<file path="src/sv/cttu_pkg.sv">
// Shared types and constants of the command text tokenizer.
package cttu_pkg;

    // Width of the line counter and of every line field.
    localparam int LINE_BITS = 16;

    // Depth of the result queue and the width of its pointers and fill count.
    localparam int QUEUE_DEPTH = 4;
    localparam int PTR_BITS    = $clog2(QUEUE_DEPTH);
    localparam int CNT_BITS    = $clog2(QUEUE_DEPTH + 1);

    // Characters that steer the scanner.
    localparam logic [7:0] CH_NUL   = 8'h00;
    localparam logic [7:0] CH_LF    = 8'h0A;
    localparam logic [7:0] CH_CR    = 8'h0D;
    localparam logic [7:0] CH_SPACE = 8'h20;
    localparam logic [7:0] CH_QUOTE = 8'h22;
    localparam logic [7:0] CH_STAR  = 8'h2A;
    localparam logic [7:0] CH_SLASH = 8'h2F;
    localparam logic [7:0] CH_SEMI  = 8'h3B;

    // Result kinds.
    localparam logic [1:0] KIND_CHAR   = 2'd0;
    localparam logic [1:0] KIND_TERM   = 2'd1;
    localparam logic [1:0] KIND_REPORT = 2'd2;

    // Report status codes.
    localparam logic [2:0] ST_OK          = 3'd0;
    localparam logic [2:0] ST_MISSING_SEMI = 3'd1;
    localparam logic [2:0] ST_NL_IN_QUOTE = 3'd2;
    localparam logic [2:0] ST_OPEN_QUOTE  = 3'd3;
    localparam logic [2:0] ST_OPEN_COMMENT = 3'd4;

    // Scanner modes.
    typedef enum logic [2:0] {
        MODE_NORMAL = 3'd0,
        MODE_SLASH  = 3'd1,
        MODE_CR     = 3'd2,
        MODE_LINE   = 3'd3,
        MODE_BLOCK  = 3'd4,
        MODE_BSTAR  = 3'd5,
        MODE_QUOTE  = 3'd6
    } scan_mode_t;

    // One result item.
    typedef struct packed {
        logic [1:0]           out_kind;
        logic [7:0]           out_char;
        logic [LINE_BITS-1:0] line;
        logic [2:0]           status;
        logic                 fragment_dropped;
        logic                 last;
    } result_t;

    // Results of one input byte, handed from the scanner to the queue.
    typedef struct packed {
        logic [1:0] count;
        result_t    first;
        result_t    second;
    } push_t;

endpackage

</file>
<file path="src/sv/cttu_result_queue.sv">
// Small result queue that takes up to two results at once and gives one per cycle while out_ready is high.
module cttu_result_queue import cttu_pkg::*; (
    input  logic    clk,
    input  logic    rst_n,
    input  push_t   push,
    output logic    room,
    output logic    out_valid,
    input  logic    out_ready,
    output result_t out_item
);

    result_t             entry_reg [QUEUE_DEPTH];
    logic [PTR_BITS-1:0] wr_ptr_reg, wr_ptr_next;
    logic [PTR_BITS-1:0] rd_ptr_reg, rd_ptr_next;
    logic [CNT_BITS-1:0] count_reg, count_next;
    logic                pop;
    logic [PTR_BITS-1:0] wr_ptr_plus1;

    // Room for two more results, not counting a pop in the same cycle.
    assign room      = count_reg <= CNT_BITS'(QUEUE_DEPTH - 2);
    assign out_valid = count_reg != '0;
    assign out_item  = entry_reg[rd_ptr_reg];
    assign pop       = out_valid && out_ready;

    assign wr_ptr_plus1 = wr_ptr_reg + PTR_BITS'(1);

    // Pointer and fill count arithmetic.
    always_comb
    begin
        wr_ptr_next = wr_ptr_reg + PTR_BITS'(push.count);
        rd_ptr_next = pop ? rd_ptr_reg + PTR_BITS'(1) : rd_ptr_reg;
        count_next  = count_reg + CNT_BITS'(push.count) - CNT_BITS'(pop);
    end

    always_ff @(posedge clk or negedge rst_n)
    begin
        if (!rst_n)
        begin
            wr_ptr_reg <= '0;
            rd_ptr_reg <= '0;
            count_reg  <= '0;
        end
        else
        begin
            wr_ptr_reg <= wr_ptr_next;
            rd_ptr_reg <= rd_ptr_next;
            count_reg  <= count_next;
        end
    end

    // Store the results of one byte at consecutive slots.
    always_ff @(posedge clk)
    begin
        if (push.count != 2'd0)
        begin
            entry_reg[wr_ptr_reg] <= push.first;
        end
        if (push.count == 2'd2)
        begin
            entry_reg[wr_ptr_plus1] <= push.second;
        end
    end

endmodule

</file>
<file path="config.mk">
export PLATFORM = sky130hd
export DESIGN_NAME = cttu_result_queue
export DESIGN_NICKNAME = d
export VERILOG_FILES = /design/src/sv/cttu_pkg.sv /design/src/sv/cttu_result_queue.sv
export SDC_FILE = /design/constraint.sdc
export NUM_CORES = 1
export LEC_CHECK = 0
export BUFFER_PORTS_ARGS = -buffer_cell sky130_fd_sc_hd__buf_2
export CAP_MARGIN = 20
export CORE_ASPECT_RATIO = 0.7
export CORE_UTILIZATION = 57
export DETAILED_ROUTE_END_ITERATION = 10
export HOLD_SLACK_MARGIN = 0.15
export PLACE_DENSITY = 0.8
export SLEW_MARGIN = 40
export SYNTH_ARGS = -nofsm -noshare
export SYNTH_HDL_FRONTEND = slang
export SYNTH_SLANG_ARGS = --single-unit
</file>
<file path="constraint.sdc">
create_clock -name clk -period 3.6 [get_ports clk]
set_input_delay 0.72 -clock clk [delete_from_list [all_inputs] [get_ports clk]]
set_output_delay 0.72 -clock clk [all_outputs]
set_load 0.1 [all_outputs]
</file>
==> flow_summary_export.csv <==
group,metric,value,unit
outcome,outcome,"completed",
synthesis,synth_flop_cell,"edfxtp_1",
clocking,cts_root_buf,"clkbuf_16",
critical_path,timing.rr.start,"wr_ptr_reg[1]",
synthesis,synth_area_leaders,"edfxtp_1, mux2_2, mux4_2",
synthesis,synth_nets,412,
clocking,clkSinkCount,131,
critical_path,worstPathCellList,"buf_4 -> mux4_2 -> buf_2",
clocking,post_cts_resized,0,
global_route,antenna_found_initial,1,
drt,drt-total-wl,13150,µm
synthesis,ys_ff_latch,131,
synthesis,synthCells,340,
synthesis,synth.most_common_cell,"edfxtp_1",
place,io_buffers,99,
clocking,clk_path_buf_depth,2,
global_route,gr-usage-met2,37.30,%
synthesis,syn_area,6533,µm²
drt,ant_nets,0,
clocking,insertion_delay,410,ps
synthesis,synth_top_area_cell,"edfxtp_1",
synthesis,synth_commonest_cells,"edfxtp_1, mux2_2, mux4_2",
critical_path,slowest_stage,"dfrtp_2",
clocking,clk_pin_slew,50,ps
synthesis,synth_top_area_share,57.00,%
cells_and_area,nets,524,
critical_path,crit_required,2880,ps
min_path,min_path_type,"flip-flop to flip-flop",
place,gp_congestion,0.8109,
run,drv_cap,0,
min_path,min_from,"count_reg[2]",
critical_path,reg2reg_to,"entry_reg[0][23]",
critical_path,worstSetupStartpointType,"flip-flop",
sta,slew_headroom,55.05,%
sta,setup_viol,0,
critical_path,cpPeakStageDelay,760,ps
global_route,grt_pass1_vias,3771,
synthesis,yosysWarnings,0,
global_route,globalRouteMet3Util,5.480,%
place,place_inst,585,
sta,finalSetupTns,0,ps
drt,drc,0,
sta,rsz0062_at_grt,"no",
critical_path,regToRegSetupSlack,1250,ps
synthesis,syn_avg_cell_area,19.21,µm²
global_route,grt_usage,24.53,%
cells_and_area,final_cells,618,
synthesis,synth_edf_count,124,
drt,wl_per_cell,21.27,µm
cells_and_area,area_growth_syn_to_layout,20.05,%
sta,worst_pin_slew,670.7,ps
critical_path,critPathMaxFanout,18,
cells_and_area,regArea,3900,µm²
drt,num_vias,3585,
drt,drtIter0Drc,184,
critical_path,arrival,2370,ps
drt,drt_pass1_iterations,4,
sta,finalHoldViolCount,0,
die,start_util,58.90,%
sta,slew_violations,0,
global_route,use_met1,34.04,%
global_route,grt_overflow,0,
drt,vias_per_cell,5.801,
global_route,busiest_layer,"met2",
synthesis,ys_seq_area_share,59.68,%
min_path,hold_path_depth,1,
sta,fmax,0.3236,GHz
critical_path,critPathCaptureType,"output port",
cells_and_area,insertedDiodeCount,0,
cells_and_area,multi_input_area,2466,µm²
die,dieArea,11900,µm²
clocking,cts_buffers,17,
cells_and_area,fillers,706,
die,rows,32,
cells_and_area,final_area,7843,µm²
synthesis,async_flop_share,5.344,%
place,dpl_cell_area,7257,µm²
cells_and_area,largest_register_ffs,124,
clocking,tritoncts,"yes",
die,die_w,130.0,µm
clocking,htreeDepth,4,
sta,fin_skew,7.043,ps
die,die_y,91.57,µm
critical_path,reg2reg_depth,3,
cells_and_area,drive_gt1_share,62.15,%
die,io_pins,100,
sta,period_needed,3090,ps
min_path,min_to,"count_reg[2]",
synthesis,synth.distinct_cells,28,
global_route,grt_pass1_wl,20710,µm
place,dp_hpwl,8350,µm
die,core,11090,µm²
sta,finalCritPeriodShare,85.84,%
critical_path,crit_type,"flip-flop to output port",
global_route,grt_max_degree,32,
==> kinds of logic (layout without fill, tap and decap cells) <==
family	count (synthesis)	after routing	synth area share, %
AO/OA/AOI/OAI	6	6	0.6511
flip-flops	131	131	59.68
multiplexers	156	156	33.31
XOR/XNOR	6	6	0.8044
adder cells (fa/ha/maj)	5	5	1.073
AND/OR/NAND/NOR	7	7	1.111
buffers and inverters	29	154	3.371
==> placed cells by master, fill, tap and decap left out, types with 2 or more instances in the layout <==
cell        Yosys  final
edfxtp_1      124    124
buf_2           5     99
mux2_2         91     91
mux4_2         31     31
mux2_4         19     19
clkbuf_16       0     17
mux2_1         14     14
buf_4           5     11
inv_1           7      7
dfrtp_1         7      6
xnor2_1         5      5
ha_1            4      4
clkinvlp_4      0      3
bufinv_16       0      3
clkinv_2        0      3
clkbuf_1        0      3
clkinv_1        0      3
nor2_4          0      2
buf_16          0      2
buf_12          0      2
==> critical path, delay by kind of cell, from the launching register on <==
family / cells / cell delay [ps]
buffers and inverters: 2 / 660
muxes: 1 / 530
DFF: 1 / 760
==> per-stage QoR <==
stage	hold slack, ps	utilization (%)	setup slack [ps]
floorplan	424.4	-	767.6
global placement	527.6	64.94	937.1
detailed placement	543.9	65.43	903.3
CTS	552.5	70.71	453.5
global route	619.0	70.71	376.8
finish	552.2	70.71	509.7
==> routing by layer <==
layer	wire, µm	up-vias
met4	227	0
met3	970	21
met1	5841	1801
met5	0	-
li1	-	1617
met2	6106	146
==> how the worst max path moves through the flow <==
stage | start | endpoint | slack, ps | cells after the start
finish | rd_ptr_reg[0] | out_item[15] | 510 | 3
global placement | rd_ptr_reg[0] | out_item[7] | 940 | 3
floorplan | push[63] | entry_reg[2][0] | 770 | 3
CTS | rd_ptr_reg[0] | out_item[15] | 450 | 3
global route | rd_ptr_reg[0] | out_item[15] | 380 | 3
detailed placement | rd_ptr_reg[0] | out_item[15] | 900 | 3
==> layout make-up <==
class / count / area share, %
Sequential cell: 131 / 49.73
Multi-Input combinational cell: 180 / 31.45
Tap cell: 153 / 2.441
Inverter: 7 / 0.3350
Clock inverter: 12 / 1.771
Clock buffer: 20 / 5.568
Timing Repair Buffer: 115 / 8.711
==> repair_timing <==
action                    CTS  global route
hold buffers                1             0
hold endpoints to repair    7             0
buffers inserted            0             0
Power is not shown: default switching activity piles up to over one toggle a cycle in this logic, so the estimate is an artifact.
