==> src/sv/cttu_pkg.sv <==
// Shared types and constants of the command text tokenizer.
package cttu_pkg;

    // Width of the line counter and of every line field.
    localparam int LINE_BITS = 16;

    // Depth of the result queue and the width of its pointers and fill count.
    localparam int QUEUE_DEPTH = 4;
    localparam int PTR_BITS    = $clog2(QUEUE_DEPTH);
    localparam int CNT_BITS    = $clog2(QUEUE_DEPTH + 1);

    // Characters that steer the scanner.
    localparam logic [7:0] CH_NUL   = 8'h00;
    localparam logic [7:0] CH_LF    = 8'h0A;
    localparam logic [7:0] CH_CR    = 8'h0D;
    localparam logic [7:0] CH_SPACE = 8'h20;
    localparam logic [7:0] CH_QUOTE = 8'h22;
    localparam logic [7:0] CH_STAR  = 8'h2A;
    localparam logic [7:0] CH_SLASH = 8'h2F;
    localparam logic [7:0] CH_SEMI  = 8'h3B;

    // Result kinds.
    localparam logic [1:0] KIND_CHAR   = 2'd0;
    localparam logic [1:0] KIND_TERM   = 2'd1;
    localparam logic [1:0] KIND_REPORT = 2'd2;

    // Report status codes.
    localparam logic [2:0] ST_OK          = 3'd0;
    localparam logic [2:0] ST_MISSING_SEMI = 3'd1;
    localparam logic [2:0] ST_NL_IN_QUOTE = 3'd2;
    localparam logic [2:0] ST_OPEN_QUOTE  = 3'd3;
    localparam logic [2:0] ST_OPEN_COMMENT = 3'd4;

    // Scanner modes.
    typedef enum logic [2:0] {
        MODE_NORMAL = 3'd0,
        MODE_SLASH  = 3'd1,
        MODE_CR     = 3'd2,
        MODE_LINE   = 3'd3,
        MODE_BLOCK  = 3'd4,
        MODE_BSTAR  = 3'd5,
        MODE_QUOTE  = 3'd6
    } scan_mode_t;

    // One result item.
    typedef struct packed {
        logic [1:0]           out_kind;
        logic [7:0]           out_char;
        logic [LINE_BITS-1:0] line;
        logic [2:0]           status;
        logic                 fragment_dropped;
        logic                 last;
    } result_t;

    // Results of one input byte, handed from the scanner to the queue.
    typedef struct packed {
        logic [1:0] count;
        result_t    first;
        result_t    second;
    } push_t;

endpackage

==> src/sv/cttu_scanner.sv <==
// Input register, scanner state and the per-byte scanning logic.
module cttu_scanner import cttu_pkg::*; (
    input  logic       clk,
    input  logic       rst_n,
    input  logic       in_valid,
    output logic       in_ready,
    input  logic [7:0] in_byte,
    input  logic       in_eot,
    input  logic       room,
    output push_t      push
);

    localparam logic [LINE_BITS-1:0] LINE_ONE = LINE_BITS'(1);
    localparam logic [LINE_BITS-1:0] LINE_MAX = '1;

    logic                 hold_valid_reg;
    logic [7:0]           hold_byte_reg;
    logic                 hold_eot_reg;
    logic                 advance;

    scan_mode_t           mode_reg, mode_next;
    logic [LINE_BITS-1:0] line_reg, line_next;
    logic [LINE_BITS-1:0] comment_line_reg, comment_line_next;
    logic                 open_reg, open_next;
    logic [2:0]           err_reg, err_next;
    logic [LINE_BITS-1:0] err_line_reg, err_line_next;

    logic                 run_normal;
    logic                 held_emit;
    logic [7:0]           held_char;
    logic                 open_eff;
    logic                 norm_emit;
    result_t              norm_res;
    result_t              held_res;
    result_t              report_res;
    logic                 is_report;
    logic [LINE_BITS-1:0] line_inc;

    // The held item moves on when the queue has room for two results.
    assign advance  = hold_valid_reg && room;
    assign in_ready = !hold_valid_reg || room;

    // Input register.
    always_ff @(posedge clk or negedge rst_n)
    begin
        if (!rst_n)
        begin
            hold_valid_reg <= 1'b0;
        end
        else if (in_ready)
        begin
            hold_valid_reg <= in_valid;
        end
    end

    always_ff @(posedge clk)
    begin
        if (in_ready && in_valid)
        begin
            hold_byte_reg <= in_byte;
            hold_eot_reg  <= in_eot;
        end
    end

    // Scanner state, updated once per byte that moves on.
    always_ff @(posedge clk or negedge rst_n)
    begin
        if (!rst_n)
        begin
            mode_reg         <= MODE_NORMAL;
            line_reg         <= LINE_ONE;
            comment_line_reg <= LINE_ONE;
            open_reg         <= 1'b0;
            err_reg          <= ST_OK;
            err_line_reg     <= '0;
        end
        else if (advance)
        begin
            mode_reg         <= mode_next;
            line_reg         <= line_next;
            comment_line_reg <= comment_line_next;
            open_reg         <= open_next;
            err_reg          <= err_next;
            err_line_reg     <= err_line_next;
        end
    end

    // Saturating line increment.
    assign line_inc = (line_reg == LINE_MAX) ? line_reg : line_reg + LINE_ONE;

    // Next state and results for the held byte.
    always_comb
    begin
        mode_next         = mode_reg;
        line_next         = line_reg;
        comment_line_next = comment_line_reg;
        open_next         = open_reg;
        err_next          = err_reg;
        err_line_next     = err_line_reg;
        run_normal        = 1'b0;
        held_emit         = 1'b0;
        held_char         = CH_SLASH;
        norm_emit         = 1'b0;
        is_report         = 1'b0;
        open_eff          = open_reg;

        norm_res                  = '0;
        norm_res.out_char         = hold_byte_reg;
        norm_res.out_kind         = KIND_CHAR;
        norm_res.line             = line_reg;

        report_res                = '0;
        report_res.out_kind       = KIND_REPORT;
        report_res.line           = line_reg;
        report_res.status         = ST_OK;
        report_res.last           = 1'b1;

        if (hold_eot_reg || hold_byte_reg == CH_NUL)
        begin
            // End of text: report and return to the reset state.
            is_report = 1'b1;
            if (err_reg != ST_OK)
            begin
                report_res.status = err_reg;
                report_res.line   = err_line_reg;
            end
            else if (mode_reg == MODE_QUOTE)
            begin
                report_res.status = ST_OPEN_QUOTE;
            end
            else if (mode_reg == MODE_BLOCK || mode_reg == MODE_BSTAR)
            begin
                report_res.status = ST_OPEN_COMMENT;
                report_res.line   = comment_line_reg;
            end
            else
            begin
                report_res.fragment_dropped = open_reg || mode_reg == MODE_SLASH
                                              || mode_reg == MODE_CR;
            end
            mode_next         = MODE_NORMAL;
            line_next         = LINE_ONE;
            comment_line_next = LINE_ONE;
            open_next         = 1'b0;
            err_next          = ST_OK;
            err_line_next     = '0;
        end
        else if (err_reg == ST_OK)
        begin
            unique case (mode_reg)
                MODE_SLASH:
                begin
                    if (hold_byte_reg == CH_SLASH)
                    begin
                        mode_next = MODE_LINE;
                    end
                    else if (hold_byte_reg == CH_STAR)
                    begin
                        mode_next         = MODE_BLOCK;
                        comment_line_next = line_reg;
                    end
                    else
                    begin
                        held_emit  = 1'b1;
                        held_char  = CH_SLASH;
                        run_normal = 1'b1;
                    end
                end
                MODE_CR:
                begin
                    mode_next = MODE_NORMAL;
                    if (hold_byte_reg == CH_LF)
                    begin
                        if (open_reg)
                        begin
                            err_next      = ST_MISSING_SEMI;
                            err_line_next = line_reg;
                        end
                        else
                        begin
                            line_next = line_inc;
                        end
                    end
                    else
                    begin
                        held_emit  = 1'b1;
                        held_char  = CH_CR;
                        run_normal = 1'b1;
                    end
                end
                MODE_LINE:
                begin
                    if (hold_byte_reg == CH_LF)
                    begin
                        line_next = line_inc;
                        mode_next = MODE_NORMAL;
                    end
                end
                MODE_BLOCK, MODE_BSTAR:
                begin
                    if (hold_byte_reg == CH_SLASH && mode_reg == MODE_BSTAR)
                    begin
                        mode_next = MODE_NORMAL;
                    end
                    else if (hold_byte_reg == CH_STAR)
                    begin
                        mode_next = MODE_BSTAR;
                    end
                    else
                    begin
                        if (hold_byte_reg == CH_LF)
                        begin
                            line_next = line_inc;
                        end
                        mode_next = MODE_BLOCK;
                    end
                end
                MODE_QUOTE:
                begin
                    if (hold_byte_reg == CH_LF)
                    begin
                        err_next      = ST_NL_IN_QUOTE;
                        err_line_next = line_reg;
                    end
                    else
                    begin
                        norm_emit = 1'b1;
                        if (hold_byte_reg == CH_QUOTE)
                        begin
                            mode_next = MODE_NORMAL;
                        end
                    end
                end
                default:
                begin
                    run_normal = 1'b1;
                end
            endcase

            // Ordinary handling of a byte outside comments and quotes.
            if (run_normal)
            begin
                open_eff  = held_emit ? 1'b1 : open_reg;
                open_next = open_eff;
                mode_next = MODE_NORMAL;
                priority if (hold_byte_reg == CH_SLASH)
                begin
                    mode_next = MODE_SLASH;
                end
                else if (hold_byte_reg == CH_QUOTE)
                begin
                    norm_emit = 1'b1;
                    open_next = 1'b1;
                    mode_next = MODE_QUOTE;
                end
                else if (hold_byte_reg == CH_SPACE)
                begin
                    open_next = open_eff;
                end
                else if (hold_byte_reg == CH_SEMI)
                begin
                    norm_emit         = 1'b1;
                    norm_res.out_kind = KIND_TERM;
                    open_next         = 1'b0;
                end
                else if (hold_byte_reg == CH_CR)
                begin
                    mode_next = MODE_CR;
                end
                else if (hold_byte_reg == CH_LF)
                begin
                    if (open_eff)
                    begin
                        err_next      = ST_MISSING_SEMI;
                        err_line_next = line_reg;
                    end
                    else
                    begin
                        line_next = line_inc;
                    end
                end
                else
                begin
                    norm_emit = 1'b1;
                    open_next = 1'b1;
                end
            end
        end
    end

    // Result for a held slash or carriage return that turned out to be text.
    always_comb
    begin
        held_res          = '0;
        held_res.out_kind = KIND_CHAR;
        held_res.out_char = held_char;
        held_res.line     = line_reg;
        held_res.last     = !norm_emit;
    end

    // Order the results of this byte for the queue.
    always_comb
    begin
        push        = '0;
        push.first  = held_emit ? held_res : norm_res;
        push.second = norm_res;
        push.first.last  = held_emit ? !norm_emit : 1'b1;
        push.second.last = 1'b1;
        if (advance)
        begin
            if (is_report)
            begin
                push.count = 2'd1;
                push.first = report_res;
            end
            else
            begin
                push.count = 2'(held_emit) + 2'(norm_emit);
            end
        end
    end

endmodule

==> config.mk <==
export PLATFORM = sky130hd
export DESIGN_NAME = cttu_scanner
export DESIGN_NICKNAME = d
export VERILOG_FILES = /design/src/sv/cttu_pkg.sv /design/src/sv/cttu_scanner.sv
export SDC_FILE = /design/constraint.sdc
export NUM_CORES = 1
export LEC_CHECK = 0
export BUFFER_PORTS_ARGS = -buffer_cell sky130_fd_sc_hd__buf_2
export CAP_MARGIN = 20
export CORE_ASPECT_RATIO = 1.4
export CORE_MARGIN = 4
export CORE_UTILIZATION = 25
export DETAILED_ROUTE_END_ITERATION = 8
export PLACE_DENSITY_LB_ADDON = 0.2
export SLEW_MARGIN = 20
export SYNTH_ARGS = -nofsm -noshare
export SYNTH_HDL_FRONTEND = slang
export SYNTH_SLANG_ARGS = --single-unit
==> constraint.sdc <==
create_clock -name clk -period 4.6 [get_ports clk]
set_input_delay 0.23 -clock clk [delete_from_list [all_inputs] [get_ports clk]]
set_output_delay 0.23 -clock clk [all_outputs]
set_load 0.01 [all_outputs]
==> flow_summary.yaml, run 1 <==
timing:
  setup_viol: 0
  max_freq_mhz: 258
  tightest_slew_ns: 1.01
  holdWs_ns: 0.0170
  min_period_ns: 3.87
  rsz0062_at_grt: "no"
  finalCritPeriodShare: 0.842
  hold_viol: 0
  max_slew_margin: 0.324
  slew_viol_final: 0
  fin_skew_ns: 0.00920
  totalNegativeSetupSlack_ns: 0
  setup_ws_ns: 0.729
placed_design:
  io_buffers: 71
  pre_cts_slack_ns: 1.08
  placed_area_um2: 5050
  dp.final_hpwl_mm: 11.7
  place.gp.congestion: 0.906
worst_setup_path:
  crit_start: "hold_byte_reg[2]"
  crit_path_top_delay_cell: "a21oi_4"
  start_kind: "register"
  crit_arrival_ns: 3.64
  reg2reg_depth: 7
  rr_startpoint: "hold_byte_reg[2]"
  required_ns: 4.37
  path_class: "reg2out"
  critical_path.max_stage_delay_ns: 0.69
  r2r_end: "comment_line_reg[12]"
  path_max_fanout: 16
  cp_cell_sequence: "or4_4, nand2b_4, nand2_1, nand2_2, a21oi_4, a2bb2oi_1, buf_2"
  end_kind: "output pin"
  reg2reg_slack_ns: 1.12
logic_synthesis:
  ys_ff_latch: 65
  yosys.area.top_type: "dfrtp_1"
  synth-adder-area-share: 0.00814
  ys_seq_area_frac: 0.363
  synth_top_flop_cell: "dfrtp_1"
  yosys.area_share.simple: 0.205
  synthTopCellsByArea: "dfrtp_1 29%, edfxtp_1 5.9%, nand2_1 4.4%"
  synth_top_family_by_area: "compound AO/OA/AOI/OAI gates"
  avgSynthCellArea_um2: 9.07
  synth-edff-count: 9
  async_reset_ff_frac: 0.862
  yosysTopAreaCellShare: 0.293
  yosys_warnings: 0
  synthMuxAreaShare: 0.00244
  synthCells: 508
  yosysUniqueCellTypes: 85
  synth_area_um2: 4610
  synth_compound_area_frac: 0.347
  synth-xor-area-share: 0.00190
power_and_ir_drop:
  report.power.total_w: 0.00140
  leakage_nw: 2.18
  peakVddDrop_v: 0.000155
  power.density_nw_per_um2: 263
clock_tree:
  post_cts_buffers: 0
  ctsResizeCount: 0
  clk_pin_slew_worst_paths_ns: 0.06
  cts_root_buf: "clkbuf_16"
  clk_latency_ns: 0.35
  htree_num_levels: 3
  ctsLongestPathBuffers: 2
  cts_buffers: 9
  tritoncts: "built"
  hold_buffers: 0
  cts_sinks: 65
cells_and_area:
  insertedDiodeCount: 0
  multi_input_area_um2: 2640
  final_nets: 565
  drive_gt1_frac: 0.251
  syn_to_final_growth_pct: 16.0
  final_area_um2: 5350
  nFillCells: 1894
  register_area_um2: 1670
route:
  detail_route.wl_per_cell_um: 20.6
  drt_iter0_drc: 338
  viasPerCell: 5.57
  dr.pass1.iters: 5
  drtAntennaViolNets: 0
  routed_wl_mm: 16.4
  routed-via-count: 4422
  drc: 0
global_route:
  grt_pass1_vias: 4318
  grt-ovfl-total: 0
  track_usage: 0.160
  grt_max_degree: 57
  grt_pass1_wl_mm: 25.4
  antenna_found_initial: 0
flow_run:
  maxCapViolations: 0
floorplan:
  die_w_um: 123
  dieArea_um2: 20700
  ios: 78
  placeableCoreArea_um2: 18100
  row_count: 58
  start_util: 0.255
  fp.dieH_um: 169
min_path:
  hp-class: "in2async"
run_status:
  status: "completed"
## cell type report
cell class | instances | share of cell area
Sequential cell | 65 | 0.313
Clock buffer | 9 | 0.0421
Clock inverter | 7 | 0.0110
Multi-Input combinational cell | 383 | 0.494
Inverter | 16 | 0.0112
Tap cell | 240 | 0.0562
Timing Repair Buffer | 74 | 0.0721
## metrics by stage
step	std cells	utilization
3_5_place_dp	777	0.279
6_report	794	0.296
4_1_cts	793	0.295
2_1_floorplan	512	-
3_3_place_gp	777	0.279
5_1_grt	794	0.296
## worst max-delay path: cells and delay by family (launching register included)
family,cells,cell delay (ns)
AND/OR/NAND/NOR,4,1.58
AO/OA/AOI/OAI,2,0.98
flip-flops,1,0.55
buffers and inverters,1,0.18
## cells by family (layout without fill, tap and decap cells)
family                   Yosys count  after routing
XOR/XNOR                           1              1
flip-flops                        65             65
AO/OA/AOI/OAI                    193            193
AND/OR/NAND/NOR                  179            179
buffers and inverters             64            106
multiplexers                       1              1
adder cells (fa/ha/maj)            3              3
other                              2              6
## layout by cell type (no fill, tap or decap), types with 12 or more instances in the layout
cell and count:
a22o_1 16, a21oi_1 30, nand3_1 14, buf_2 71, nor3_1 12, dfrtp_1 54
o22ai_1 20, nor2_1 39, a31oi_1 17, inv_1 15, nand2_1 54
## metal layers
metal	vias up	global-route usage	wire [um]
met3	31	0.0354	833
met1	2184	0.200	6810
met4	0	0.0692	551
met5	-	0	0
met2	178	0.262	8200
li1	2029	-	-
## cell usage after synthesis (3+ instances only)
cell and number:
o2bb2ai_1 4, o211ai_1 5, nand2b_1 8, o32ai_1 3, nand3_1 14, nand2_1 54, a211o_1 4, a41oi_1 5
o21a_1 3, and3_1 5, nor2_1 39, or3_1 4, a2bb2oi_2 10, buf_2 12, clkbuf_1 23, o221ai_2 11
and2_1 8, o31ai_1 5, o22ai_1 20, inv_1 15, buf_4 8, a21o_1 4, and4_1 5, a22o_1 16
ha_1 3, dfrtp_1 54, o21ai_0 11, nand3b_1 4, nor3_1 14, a211oi_1 6, a31oi_1 17, nand4_1 3
a2bb2oi_1 7, buf_6 3, edfxtp_1 9, a21oi_1 30
## power breakdown
part	leakage [nW]	total (W)	internal [W]	switching, W
Clock	0.135	0.000668	0.000374	0.000294
Sequential	0.857	0.000609	0.000591	0.0000177
Combinational	1.18	0.000128	0.0000375	0.0000904
## worst max path at each step
stage	to	depth (start not counted)
finish	push[38]	7
floorplan	push[62]	9
global route	push[40]	7
CTS	push[40]	7
global placement	push[32]	6
detailed placement	push[40]	7
(Power assumes the default switching activity.)
==> run 2: changes to the inputs <==
- clock period: 4.6 -> 3.1 ns (I/O delays scaled with it)
==> run 2 against run 1 <==
Against the previous run: via count grew 2.1%; sequential share of layout area shrank 2.1 points; total power up 63%; combinational power rose by 80%; hold slack better by 0.15 ns; clock power grew 75%; routed wire length grew 3.7%; non-clock buffer count up 37; largest power group unchanged; first-iteration DRC count shrank 14%; register-to-register slack lost 0.77 ns; critical path type unchanged.
==> flow_summary.yaml, run 2 (synthesis gave the netlist of run 1 again) <==
route:
  routed-via-count: 4513
  detail_route.wl_per_cell_um: 20.5
  drc: 0
  viasPerCell: 5.43
  drtAntennaViolNets: 0
  routed_wl_mm: 17.0
  dr.pass1.iters: 4
  drt_iter0_drc: 292
min_path:
  hold_depth: 3
  hp-class: "in2reg"
global_route:
  grt_pass1_wl_mm: 26.7
  grt_max_degree: 26
  grt-ovfl-total: 0
  grt_pass1_vias: 4608
  track_usage: 0.168
  antenna_found_initial: 0
cells_and_area:
  final_nets: 602
  drive_gt1_frac: 0.284
  postLayoutCoreUtil: 0.317
  final_common_cell: "buf_2"
  multi_input_area_um2: 2670
  insertedDiodeCount: 0
  nFillCells: 1878
  fin_cells: 831
  layout_common_cells: "71 x buf_2, 54 x nand2_1, 54 x dfrtp_1"
  register_area_um2: 1670
  syn_to_final_growth_pct: 24.4
floorplan:
  start_util: 0.255
  fp.dieH_um: 169
  die_w_um: 123
  row_count: 58
  ios: 78
  dieArea_um2: 20700
  placeableCoreArea_um2: 18100
worst_setup_path:
  required_ns: 2.94
  end_kind: "output pin"
  crit_arrival_ns: 2.77
  start_kind: "register"
  cp.buffers_inverters: 1
  path_class: "reg2out"
  worst_path_most_repeated_cell: "nor2_1"
  path_max_fanout: 8
  crit_path_top_delay_cell: "or3_1"
  critical_path.max_stage_delay_ns: 0.51
  cp_cell_sequence: "or3_1, o31ai_1, o211a_2, nand2b_1, a211oi_1, ha_1, nor2_1, nor2_1, buf_2"
  cp.depth: 9
  critPathTopFamily: "simple AND/OR/NAND/NOR gates"
  reg2reg_depth: 5
timing:
  tightest_slew_ns: 1.08
  min_period_ns: 2.92
  setup_ws_ns: 0.179
  setup_viol: 0
  fin_skew_ns: 0.00658
  slew_viol_final: 0
  max_freq_mhz: 342
  finalCritPeriodShare: 0.942
  hold_viol: 0
  max_slew_margin: 0.278
flow_run:
  maxCapViolations: 0
power_and_ir_drop:
  power.density_nw_per_um2: 400
  peakVddDrop_v: 0.000176
  leakage_nw: 2.38
placed_design:
  dp.final_hpwl_mm: 12.1
  pre_cts_slack_ns: -0.117
  io_buffers: 71
  place.gp.congestion: 0.875
  dp_cells: 794
clock_tree:
  clk_latency_ns: 0.35
  cts_root_buf: "clkbuf_16"
  htree_num_levels: 3
  tritoncts: "built"
  cts_buffers: 9
  clk_pin_slew_worst_paths_ns: 0.06
  ctsLongestPathBuffers: 2
  cts_sinks: 65
run_status:
  status: "completed"
-- run 2: changes by cell type in the layout (fill, tap and decap cells not counted), sizes merged --
cell,change
clkinvlp,-2
buf,+26
clkinv,+1
dlygate4sd3,+11
clkbuf,+5
inv,-5
bufinv,+1
-- run 2: layer usage --
| layer | vias to the layer above | track usage | wire [um] |
|---|---|---|---|
| li1 | 2107 | - | - |
| met1 | 2234 | 0.203 | 6930 |
| met2 | 148 | 0.287 | 8790 |
| met3 | 24 | 0.0371 | 811 |
| met4 | 0 | 0.0697 | 463 |
| met5 | - | 0 | 0 |
-- run 2: through the flow --
step / total power (W) / setup TNS, ns / hold slack, ns / cell area (um2)
2_1_floorplan: 0.00103 / 0 / -0.141 / 4620
3_3_place_gp: 0.00112 / 0 / 0.203 / 5170
3_5_place_dp: 0.00112 / -0.117 / 0.203 / 5170
4_1_cts: 0.00231 / 0 / 0.157 / 5630
5_1_grt: 0.00239 / -0.00478 / 0.196 / 5740
6_report: 0.00229 / 0 / 0.171 / 5740
-- run 2: worst reg2reg max path, stage by stage, from the launching register on --
cell and delay (ns):
edfxtp_1 0.51, nor4_4 0.55, o2111ai_1 0.48, a211o_1 0.60, a21oi_2 0.35, a31oi_1 0.13
-- run 2: area by class of cell --
type                       count  area share
sequential                    65       0.292
tap                          240      0.0524
inverter                      16      0.0105
multi-input combinational    383       0.465
clock buffer                  14      0.0534
timing repair buffer         111       0.120
clock inverter                 2     0.00676
-- run 2: worst paths after layout --
kind	from	to	slack, ns
worst max-delay path	hold_byte_reg[4]	push[62]	0.18
worst min-delay path	room	hold_valid_reg	0.17
worst max register to register	hold_byte_reg[6]	line_reg[11]	0.35
worst min register to register	comment_line_reg[0]	comment_line_reg[0]	0.49
max in group asynchronous	rst_n	comment_line_reg[0]	1.94
min in group asynchronous	rst_n	comment_line_reg[11]	0.36
-- run 2: what timing repair did --
action,CTS,global route
gates resized for setup,3,6
endpoints found under the hold margin,33,0
cloned,0,0
endpoints found under the setup margin,3,23
hold buffers,11,0
pin swaps,0,2
buffers inserted,0,10
-- run 2: report_power, final --
group,total [W],switching [W],internal (W)
registers,0.000899,0.0000212,0.000878
logic,0.000230,0.000150,0.0000803
clock network,0.00117,0.000400,0.000766
